$ cat src/tsprr_pkg.sv
// Shared types and constants of the task slot pool scheduler.
`default_nettype none
package tsprr_pkg;

  localparam int IN_W  = 72;
  localparam int OUT_W = 264;
  localparam int GRP_W = 32;

  localparam logic [31:0] GEN_MAX = 32'hFFFF_FFFF;

  localparam logic [1:0] OP_CREATE = 2'd0;
  localparam logic [1:0] OP_FREE   = 2'd1;
  localparam logic [1:0] OP_TICK   = 2'd2;
  localparam logic [1:0] OP_SCHED  = 2'd3;

  localparam logic [1:0] STS_OK    = 2'd0;
  localparam logic [1:0] STS_FULL  = 2'd1;
  localparam logic [1:0] STS_EMPTY = 2'd2;

  localparam logic [1:0] CFG_BASE  = 2'd0;
  localparam logic [1:0] CFG_SIZE  = 2'd1;
  localparam logic [1:0] CFG_SLICE = 2'd2;

  typedef enum logic [2:0] {
    ST_IDLE,
    ST_C_GRP,
    ST_C_WORD,
    ST_C_BIT,
    ST_C_MUL,
    ST_S_RD,
    ST_S_GEN,
    ST_EXEC
  } state_t;

  typedef struct packed {
    logic load;
    logic grp;
    logic word;
    logic bitsel;
    logic mul;
    logic rd;
    logic gen;
    logic exec;
  } cmd_t;

  typedef struct packed {
    logic out_free;
  } stat_t;

endpackage
`default_nettype wire

$ cat src/tsprr_ctrl.sv
// Controller state machine sequencing create, free, tick and schedule.
`default_nettype none
module tsprr_ctrl import tsprr_pkg::*; (
  input  wire logic       clk,
  input  wire logic       rst_n,
  input  wire logic       in_tvalid,
  input  wire logic [1:0] in_op,
  output logic            in_tready,
  input  wire stat_t      stat,
  output cmd_t            cmd
);

  state_t state_r, state_nxt;

  always_ff @(posedge clk) begin
    if (!rst_n) begin
      state_r <= ST_IDLE;
    end else begin
      state_r <= state_nxt;
    end
  end

  always_comb begin
    state_nxt = state_r;
    cmd       = '0;
    in_tready = 1'b0;
    case (state_r)
      ST_IDLE: begin
        in_tready = 1'b1;
        if (in_tvalid) begin
          cmd.load = 1'b1;
          case (in_op)
            OP_CREATE: state_nxt = ST_C_GRP;
            OP_SCHED:  state_nxt = ST_S_RD;
            default:   state_nxt = ST_EXEC;
          endcase
        end
      end
      ST_C_GRP: begin
        cmd.grp   = 1'b1;
        state_nxt = ST_C_WORD;
      end
      ST_C_WORD: begin
        cmd.word  = 1'b1;
        state_nxt = ST_C_BIT;
      end
      ST_C_BIT: begin
        cmd.bitsel = 1'b1;
        state_nxt  = ST_C_MUL;
      end
      ST_C_MUL: begin
        cmd.mul   = 1'b1;
        state_nxt = ST_EXEC;
      end
      ST_S_RD: begin
        cmd.rd    = 1'b1;
        state_nxt = ST_S_GEN;
      end
      ST_S_GEN: begin
        cmd.gen   = 1'b1;
        state_nxt = ST_EXEC;
      end
      ST_EXEC: begin
        if (stat.out_free) begin
          cmd.exec  = 1'b1;
          state_nxt = ST_IDLE;
        end
      end
      default: state_nxt = ST_IDLE;
    endcase
  end

endmodule
`default_nettype wire

$ cat config.mk
export PLATFORM = sky130hd
export DESIGN_NAME = tsprr_ctrl
export DESIGN_NICKNAME = d
export VERILOG_FILES = /design/src/tsprr_pkg.sv /design/src/tsprr_ctrl.sv
export SDC_FILE = /design/constraint.sdc
export NUM_CORES = 1
export LEC_CHECK = 0
export ABC_AREA = 1
export BUFFER_PORTS_ARGS = -buffer_cell sky130_fd_sc_hd__buf_2
export CAP_MARGIN = 20
export CORE_AREA = 8 8 45 47
export CTS_CLUSTER_DIAMETER = 120
export DETAILED_ROUTE_END_ITERATION = 12
export DIE_AREA = 0 0 53 55
export GPL_ROUTABILITY_DRIVEN = 0
export SLEW_MARGIN = 30
export SYNTH_ARGS = -nofsm -noshare
export SYNTH_HDL_FRONTEND = slang
export SYNTH_SLANG_ARGS = --single-unit
$ cat constraint.sdc
create_clock -name clk -period 1.2 [get_ports clk]
set_input_delay 0.24 -clock clk [delete_from_list [all_inputs] [get_ports clk]]
set_output_delay 0.24 -clock clk [all_outputs]
set_load 0.005 [all_outputs]
======== Yosys cells after proc, flatten, opt, wreduce, memory -nomap -nowiden ========
Cells that the tools add are included.
storage, ports and cells
  word-level logic and storage cells ...... 30
  flip-flop bits (word level) ............. 3
cells by class
  equal/unequal tests ..................... 10
  muxes and demuxes ....................... 15
  reductions and logical operators ........ 4
operators by type and width
  kind                count
  $pmux 3 s7          1
  $eq 3x3->1 const B  4
  $mux 1              11
  $eq 3x2->1 const B  2
  $mux 3              2
  $pmux 3 s2          1
  $ne 2x2->1 const B  2
  $eq 3x1->1 const B  1
  $logic_not 3->1     1
  $eq 2x2->1 const B  1
  $logic_not 2->1     1
  $reduce_and 2->1    1
  $reduce_or 2->1     1

======== Depth between registers and ports, before layout ========
Gate-level depths: netlist of the first run.
  word-level depth ........................ 4
  depth in mapped cells ................... 8

======== Least setup slack after synthesis of the first run ========
No wires, ideal clock.
  path kind ............................... reg2reg
  from .................................... register state_r[0]
  to ...................................... register state_r[0]
  data arrival time ....................... 0.876 ns
  required time ........................... 1.087 ns
  cell stages (with the launch flop) ...... 9
  setup slack ............................. 0.211 ns
  clock period less this slack ............ 0.989 ns
  cell sequence ........................... dfxtp_1 > nor2_1 > nand2_2 > inv_2 > nand2_4 > nand2_2 > inv_1 > o21ai_1 > inv_1
on the way
  longest elaborated chain between the ends .. 3
ends and longest elaborated chain
  element                                                  line              RTL
  start, declared                                          tsprr_ctrl.sv:13  state_t state_r, state_nxt;
  start signal, assigned                                   tsprr_ctrl.sv:19  state_r <= state_nxt;
  $eq 3x3->1 or $logic_not 3->1 (tied branches)            tsprr_ctrl.sv:27  case (state_r)
  $reduce_or 2->1 (no line) or $ne 2x2->1 (tied branches)  n/a
  $pmux 3 s7 or $reduce_and 2->1 (tied branches)           n/a
Several ways; a longest one is shown, not always the timed one.
A chain may end at the register's enable or synchronous reset.

==> summary.txt, run 1 <==
Die
  – Die Width: 53 um
  – Core region area: 1380 um^2
  – Die outline area: 2920 um^2
  – Std-Cell Rows: 14
  – Boundary pin count: 15
  – Initial core utilization: 18.4%
  – Vertical extent of the die: 55 um

Worst setup path
  – Endpoint class of the critical path: output port
  – Req. time, crit path: 0.96 ns
  – Worst R2R Start: state_r[0]$_SDFFE_PN0P_
  – Critical-path maximum fanout: 6
  – Capturing point of the worst reg2reg path: state_r[0]$_SDFFE_PN0P_
  – Critical path arrival: 0.98 ns
  – R2R Setup Slk: 0.10 ns
  – Startpoint-to-endpoint class of the critical path: register to output port
  – Nature of the critical path startpoint: register
  – Depth of the most critical reg-to-reg path: 9

Detailed routing
  – Pre-antenna DRT Iters: 1
  – Drt total wl: 739 um
  – Via count: 317
  – Remaining number of nets flagged by the antenna check after routing: 0
  – Vias per std cell: 4.06
  – Detailed Route Iter0 Violations: 0
  – WL/cell: 9.47 um
  – Final routed DRC violation total: 0

Finish
  – Count of placed standard cells in the final layout, fillers left out: 78
  – Max FFs per register: 3
  – Filler cell count in the final layout: 162
  – Area growth syn-to-layout: 69.1%
  – End-of-flow core utilization: 31.2%
  – Largest registers: state_r x3
  – Area taken by multi-input logic gates: 161 um^2
  – FF/Latch Area: 71.3 um^2
  – Count of nets after finishing: 70
  – Top reg by flops: state_r
  – N_diodes: 0
  – Share of cells above drive strength 1: 58.1%

CTS
  – Worst-skew pair later-pin latency: 0.23 ns
  – Maximum clock path buffer count: 2
  – Total clock buffers created by CTS: 3
  – Clock root buffer master: clkbuf_4
  – Clock input transition at the sequential cells of the worst setup and hold paths: 0.04 ns
  – CTS tree: built
  – Clk sinks: 3
  – Max H-tree Level: 1
  – Post-CTS Hold Fix Bufs: 0

Timing
  – Total of endpoints with negative setup slack in the final report: 1
  – Final Skew: 0.000703 ns
  – Hold Violations, Final: 0
  – Max Slew Vio Count: 0
  – Sum Neg Setup Slack: -0.0190 ns
  – Top achievable clock speed: 0.820 GHz
  – Worst Setup Slack, final: -0.0190 ns
  – Final critical-path share of the clock period: 102%
  – RSZ-0062 raised after global routing: true
  – Minimum clock period: 1.22 ns
  – Worst slew pin tran: 0.275 ns
  – Max-slew headroom at the worst pin: 81.5%

Logic synthesis
  – Portion of synthesized cell area occupied by the leading cell type: 23.5%
  – Syn Inst Count: 42
  – Number of warning messages in the yosys log: 0
  – Post-synth top area cell: dfxtp_1
  – Top cells by area, synth: dfxtp_1 24%, inv_1 18%, nor3_1 12%, nand2_2 7.4%, nand2_1 5.9%
  – FF+latch count, synth: 3
  – Syn_nets: 49
  – Syn avg cell area: 6.08 um^2
  – Distinct cells, synth: 15
  – Sequential share of the synthesized area: 23.5%
  – Post-synthesis instance area: 255 um^2

GRT
  – Total congestion overflow after global routing: 0
  – GR met2 Demand/Resource: 9.96%
  – Busiest layer in global routing: met2
  – Antenna violations before repair: 0
  – Met3 Usage GRT: 4.28%
  – Routing usage on met1: 4.08%
  – Pin count of the biggest net entering global routing: 8
  – Via count of the first global-routing pass: 318
  – First-pass GRT wire length: 1170 um
  – GR Util All Layers: 5.46%

Min path
  – Worst hold-check path type: primary input to register
  – Worst Hold Path Cells: 3
  – Hold_sp: rst_n
  – Min-Delay Endpoint: state_r[2]$_SDFFE_PN0P_

Place
  – Placed cell count: 72
  – Number of buffers inserted by port buffering: 14
  – Post-detail-place hpwl: 610 um

Pwr
  – Max IR drop VDD: 0.567 mV
  – Static leakage: 0.258 nW
  – Total power density per cell area: 1600 nW/um^2

Run
  – Max-capacitance violation count: 0

Run status
  – Violated checks: setup timing
  – Run status: finished, violations left
Yosys cell counts:
master / instances
a21oi_1: 1
a21oi_2: 1
dfxtp_1: 3
ha_1: 1
inv_1: 12
inv_2: 3
nand2_1: 4
nand2_2: 3
nand2_4: 1
nand3_1: 2
nand3_2: 1
nor2_1: 2
nor3_1: 6
o21ai_0: 1
o21ai_1: 1
how the worst max path moves through the flow:
stage | start | end | slack, ns | depth (start not counted)
6_report | state_r[1]$_SDFFE_PN0P_ | cmd[4] | -0.02 | 5
5_1_grt | state_r[1]$_SDFFE_PN0P_ | cmd[4] | -0.08 | 5
4_1_cts | state_r[1]$_SDFFE_PN0P_ | cmd[7] | -0.03 | 4
3_5_place_dp | state_r[2]$_SDFFE_PN0P_ | cmd[0] | 0.11 | 3
3_3_place_gp | state_r[2]$_SDFFE_PN0P_ | cmd[0] | 0.11 | 3
2_1_floorplan | state_r[0]$_SDFFE_PN0P_ | state_r[0]$_SDFFE_PN0P_ | 0.21 | 8
critical path, cell delays in order, from the launching register on:
cell     delay [ns]
dfxtp_4        0.38
nand2_2        0.09
inv_2          0.07
nand2_1        0.06
inv_1          0.05
buf_2          0.10
metrics by stage:
step                      hold slack [ns]  power (mW)  instance area (um^2)  setup slack [ns]
after floorplan                     0.349       0.327                   255             0.211
final                               0.236       0.690                   432           -0.0190
after global routing                0.232       0.756                   432           -0.0832
after detailed placement            0.476       0.423                   345             0.110
after CTS                           0.224       0.671                   415           -0.0267
after global placement              0.482       0.416                   345             0.112
area by class of cell:
| cell class | count | share of cell area (%) |
|---|---|---|
| multi-input cells | 24 | 37.4 |
| repair buffers | 16 | 21.2 |
| flip-flops and latches | 3 | 16.5 |
| inverters | 15 | 14.2 |
| clock buffers | 4 | 6.09 |
| well taps | 16 | 4.64 |
repair_timing:
action	CTS	global route
buffers inserted	2	0
pin swaps	1	1
gates resized for setup	11	4
endpoints found under the setup margin	9	9
power by group:
group / internal, mW / total, mW / switching (mW) / leakage (nW)
registers: 0.137 / 0.186 / 0.0489 / 0.0267
clock network: 0.124 / 0.175 / 0.0502 / 0.0150
logic: 0.154 / 0.330 / 0.176 / 0.216
total: 0.415 / 0.690 / 0.275 / 0.258
cells in the final DEF (no fill, tap or decap), drive strengths merged:
| master | count |
|---|---|
| a21oi | 2 |
| buf | 16 |
| clkbuf | 4 |
| dfxtp | 3 |
| ha | 1 |
| inv | 15 |
| nand2 | 8 |
| nand3 | 3 |
| nor2 | 2 |
| nor3 | 6 |
| o21ai | 2 |
layer usage:
layer	vias to the layer above	share of wire (%)
li1	167	-
met1	143	34
met2	7	55
met3	0	11
met4	0	0
met5	-	0
cells by family (layout without fill, tap and decap cells):
logic type / after synthesis / count (layout) / synth area share (%)
simple gates: 19 / 19 / 40.2
compound gates: 4 / 4 / 9.31
buf+inv: 15 / 35 / 22.1
flops: 3 / 3 / 23.5
fa+ha+maj: 1 / 1 / 4.90
No activity file was read; power rests on OpenSTA's default activity.
==> inputs of run 2 (changes only) <==
PLACE_DENSITY = 0.48   (was not set)
==> run 2 against run 1 <==
Compared with the run above:
- the flow still finishes with violations (setup timing)
- clock skew is 0.00074 ns higher
- critical path depth stayed put
- clock power is 2% lower
- power is 2.2% lower
- critical path type unchanged
==> summary.txt, run 2 (synthesized netlist as in run 1, its figures left out) <==
Finish
  – Total non-filler cell area in the finished layout: 427 um^2
  – Count of nets after finishing: 70
  – Count of placed standard cells in the final layout, fillers left out: 78
  – Share of cells above drive strength 1: 56.5%
  – Top reg by flops: state_r
  – Largest registers: state_r x3
  – N_diodes: 0
  – Leading cell types in the layout, fill and taps excluded: 13 x buf_2, 12 x inv_1, 4 x nor3_1, 4 x nand2_2
  – Max FFs per register: 3
  – Most common cell after layout, fill and taps aside: buf_2
  – Area growth syn-to-layout: 67.2%
  – End-of-flow core utilization: 30.8%

CTS
  – Maximum clock path buffer count: 2
  – CTS tree: built
  – Clock input transition at the sequential cells of the worst setup and hold paths: 0.03 ns
  – Max H-tree Level: 1
  – Clock root buffer master: clkbuf_4
  – Worst-skew pair later-pin latency: 0.23 ns
  – Clk sinks: 3
  – Total clock buffers created by CTS: 3
  – Post-CTS Hold Fix Bufs: 0

Pwr
  – Static leakage: 0.258 nW
  – Total power density per cell area: 1580 nW/um^2
  – Max IR drop VDD: 0.549 mV
  – Overall power of the completed layout: 0.675 mW

Die
  – Vertical extent of the die: 55 um
  – Die outline area: 2920 um^2
  – Boundary pin count: 15
  – Initial core utilization: 18.4%
  – Die Width: 53 um
  – Std-Cell Rows: 14
  – Core region area: 1380 um^2

Run status
  – Violated checks: setup timing
  – Run status: finished, violations left

Worst setup path
  – Capturing point of the worst reg2reg path: state_r[0]$_SDFFE_PN0P_
  – Critical path arrival: 0.98 ns
  – Crit. Startpoint: state_r[1]$_SDFFE_PN0P_
  – Nature of the critical path startpoint: register
  – Startpoint-to-endpoint class of the critical path: register to output port
  – Termination of the worst setup path: cmd[4]
  – Req. time, crit path: 0.96 ns
  – Depth of the most critical reg-to-reg path: 9
  – Critical-path maximum fanout: 6
  – R2R Setup Slk: 0.11 ns
  – Worst R2R Start: state_r[0]$_SDFFE_PN0P_
  – Endpoint class of the critical path: output port

GRT
  – Via count of the first global-routing pass: 258
  – Total congestion overflow after global routing: 0
  – Antenna violations before repair: 0
  – Pin count of the biggest net entering global routing: 8
  – GR Util All Layers: 5.02%
  – First-pass GRT wire length: 1030 um

Run
  – Max-capacitance violation count: 0

Min path
  – Worst hold-check path type: primary input to register
  – Hold_sp: rst_n

Timing
  – Max Slew Vio Count: 0
  – Final critical-path share of the clock period: 101%
  – Top achievable clock speed: 0.823 GHz
  – Max-slew headroom at the worst pin: 85.8%
  – Sum Neg Setup Slack: -0.0235 ns
  – Minimum clock period: 1.22 ns
  – Worst hold slack: 0.233 ns
  – RSZ-0062 raised after global routing: true
  – Worst slew pin tran: 0.212 ns
  – Hold Violations, Final: 0
  – Total of endpoints with negative setup slack in the final report: 2
  – Worst Setup Slack, final: -0.0156 ns
  – Final Skew: 0.00144 ns

Place
  – Number of buffers inserted by port buffering: 14
  – Setup WS pre-CTS: 0.104 ns
  – Placed instance area: 345 um^2
  – Post-detail-place hpwl: 579 um
  – Placed cell count: 72

Detailed routing
  – Pre-antenna DRT Iters: 2
  – Drt total wl: 689 um
  – Detailed Route Iter0 Violations: 1
  – Final routed DRC violation total: 0
  – Remaining number of nets flagged by the antenna check after routing: 0
  – Via count: 308
  – WL/cell: 8.83 um
  – Vias per std cell: 3.95
-- run 2: worst min-delay path by stage --
stage               slack [ns]                      end  cells past startpoint
finish                    0.23  state_r[2]$_SDFFE_PN0P_                      3
CTS                       0.22  state_r[2]$_SDFFE_PN0P_                      3
detailed placement        0.48  state_r[2]$_SDFFE_PN0P_                      3
floorplan                 0.35  state_r[2]$_SDFFE_PN0P_                      2
global placement          0.48  state_r[2]$_SDFFE_PN0P_                      3
global route              0.25  state_r[2]$_SDFFE_PN0P_                      3
-- run 2: repair_timing --
action	in CTS	in global routing
resized for setup	10	3
pin swaps	1	1
buffers inserted	2	0
endpoints found under the setup margin	9	8
-- run 2: worst max-delay path: stages (launching register included) --
cell and delay (ns):
dfxtp_4 0.38, nand2_2 0.09, inv_2 0.07, nand2_1 0.06, inv_1 0.05, buf_2 0.10
-- run 2: layout make-up --
cell class                 count  area (um^2)
clock buffer                   4         26.3
timing repair buffer          16         91.3
sequential                     3         71.3
multi-input combinational     24          159
tap                           16         20.0
inverter                      15         58.8
fill                         178          957
-- run 2: power breakdown --
part | leakage (nW) | switching [mW] | internal [mW]
registers | 0.0267 | 0.0498 | 0.137
logic | 0.217 | 0.166 | 0.152
clock network | 0.0150 | 0.0465 | 0.124
total | 0.258 | 0.262 | 0.413
-- run 2: routing by layer --
metal	GRT usage, %	part of all wire, %	up-vias
li1	-	-	166
met1	4.70	43	135
met2	7.62	48	7
met3	3.48	8.1	0
met4	3.88	0	0
met5	0	0	-
==> inputs of run 3 (changes only) <==
==> constraint.sdc (replaced) <==
create_clock -name clk -period 1.2 [get_ports clk]
set_input_delay 0.3 -clock clk [delete_from_list [all_inputs] [get_ports clk]]
set_output_delay 0.3 -clock clk [all_outputs]
set_load 0.005 [all_outputs]
==> run 3 against run 2 <==
Compared with the run above:
- the flow still finishes with violations (setup timing)
- first-iteration DRC count decreased by 100%
- combinational power increased by 4%
- sequential share of layout area decreased by 0.097 points
- critical path depth decreased by 1
- critical path type unchanged
- highest routed layer unchanged
==> summary.txt, run 3 (synthesized netlist as in run 1, its figures left out) <==
Timing
  – Max Slew Vio Count: 0
  – Worst hold slack: 0.289 ns
  – RSZ-0062 raised after global routing: true
  – Hold Violations, Final: 0
  – Minimum clock period: 1.28 ns
  – Final Skew: 0.00338 ns
  – Top achievable clock speed: 0.782 GHz
  – Max-slew headroom at the worst pin: 85.8%
  – Worst Setup Slack, final: -0.0781 ns
  – Sum Neg Setup Slack: -0.413 ns
  – Final critical-path share of the clock period: 107%
  – Total of endpoints with negative setup slack in the final report: 9
  – Worst slew pin tran: 0.211 ns

Detailed routing
  – Final routed DRC violation total: 0
  – Remaining number of nets flagged by the antenna check after routing: 0
  – Drt total wl: 710 um
  – Detailed Route Iter0 Violations: 0
  – WL/cell: 8.99 um
  – Pre-antenna DRT Iters: 1
  – Vias per std cell: 3.84
  – Via count: 303

Die
  – Core region area: 1380 um^2
  – Std-Cell Rows: 14
  – Vertical extent of the die: 55 um
  – Die Width: 53 um
  – Initial core utilization: 18.4%
  – Boundary pin count: 15
  – Die outline area: 2920 um^2

Finish
  – Most common cell after layout, fill and taps aside: buf_2
  – Area growth syn-to-layout: 68.1%
  – Leading cell types in the layout, fill and taps excluded: 13 x buf_2, 12 x inv_1, 5 x nor3_1
  – End-of-flow core utilization: 31.0%
  – N_diodes: 0
  – Top reg by flops: state_r
  – Largest registers: state_r x3
  – Count of nets after finishing: 71
  – Count of placed standard cells in the final layout, fillers left out: 79
  – Max FFs per register: 3
  – Total non-filler cell area in the finished layout: 429 um^2
  – Share of cells above drive strength 1: 55.6%

CTS
  – Clock root buffer master: clkbuf_4
  – CTS tree: built
  – Post-CTS Hold Fix Bufs: 0
  – Worst-skew pair later-pin latency: 0.23 ns
  – Max H-tree Level: 1
  – Maximum clock path buffer count: 2
  – Total clock buffers created by CTS: 3
  – Clock input transition at the sequential cells of the worst setup and hold paths: 0.04 ns
  – Clk sinks: 3

Worst setup path
  – Critical path arrival: 0.98 ns
  – Endpoint class of the critical path: output port
  – Req. time, crit path: 0.90 ns
  – Capturing point of the worst reg2reg path: state_r[0]$_SDFFE_PN0P_
  – Worst R2R Start: state_r[0]$_SDFFE_PN0P_
  – Nature of the critical path startpoint: register
  – Critical-path maximum fanout: 6
  – Startpoint-to-endpoint class of the critical path: register to output port
  – R2R Setup Slk: 0.11 ns
  – Depth of the most critical reg-to-reg path: 9

GRT
  – Pin count of the biggest net entering global routing: 8
  – Total congestion overflow after global routing: 0
  – Antenna violations before repair: 0
  – First-pass GRT wire length: 1170 um
  – Via count of the first global-routing pass: 299
  – GR Util All Layers: 5.40%

Place
  – Placed instance area: 345 um^2
  – Post-detail-place hpwl: 546 um
  – Placed cell count: 72
  – Number of buffers inserted by port buffering: 14
  – Setup WS pre-CTS: 0.0502 ns

Pwr
  – Static leakage: 0.263 nW
  – Max IR drop VDD: 0.668 mV
  – Total power density per cell area: 1620 nW/um^2
  – Overall power of the completed layout: 0.694 mW

Run status
  – Run status: finished, violations left
  – Violated checks: setup timing

Min path
  – Worst hold-check path type: primary input to register
  – Min-Delay Endpoint: state_r[2]$_SDFFE_PN0P_
  – Hold_sp: rst_n
  – Worst Hold Path Cells: 3

Run
  – Max-capacitance violation count: 0
[run 3: cell types whose count changed in the layout (fill, tap and decap cells not counted)]
cell    change
buf_4       +1
nor3_1      +1
nor3_2      -1
[run 3: worst max-delay path by stage]
stage / slack (ns) / endpoint / cells after the start / start
floorplan: 0.21 / state_r[0]$_SDFFE_PN0P_ / 8 / state_r[0]$_SDFFE_PN0P_
global placement: 0.03 / cmd[0] / 3 / state_r[2]$_SDFFE_PN0P_
detailed placement: 0.05 / cmd[2] / 3 / state_r[2]$_SDFFE_PN0P_
CTS: -0.09 / cmd[7] / 4 / state_r[0]$_SDFFE_PN0P_
global route: -0.14 / cmd[7] / 4 / state_r[0]$_SDFFE_PN0P_
finish: -0.08 / cmd[7] / 4 / state_r[0]$_SDFFE_PN0P_
[run 3: per-layer routing]
| metal | GRT usage (%) | part of all wire (%) |
|---|---|---|
| met1 | 5.30 | 43 |
| met2 | 8.79 | 48 |
| met3 | 4.28 | 9.0 |
| met4 | 1.29 | 0 |
| met5 | 0 | 0 |
[run 3: area by class of cell]
class / instances / area (um^2)
multi-input cells: 24 / 154
clock buffers: 4 / 26.3
inverters: 15 / 58.8
flip-flops and latches: 3 / 71.3
well taps: 16 / 20.0
repair buffers: 17 / 98.8
fillers: 163 / 955
[run 3: timing repair]
item,in CTS,in global routing
gates resized for setup,12,0
setup endpoints to repair,9,9
setup buffers,3,0
[run 3: power breakdown]
| part | internal, mW | leakage, nW | switching (mW) | total (mW) |
|---|---|---|---|---|
| clock network | 0.125 | 0.0150 | 0.0536 | 0.178 |
| logic | 0.163 | 0.221 | 0.166 | 0.329 |
| registers | 0.137 | 0.0267 | 0.0494 | 0.186 |
| total | 0.424 | 0.263 | 0.269 | 0.694 |
[run 3: critical path, stage by stage (launching register included)]
cell     delay, ns
dfxtp_4       0.36
nor2_4        0.12
nand2_2       0.07
nor2_1        0.08
buf_2         0.12
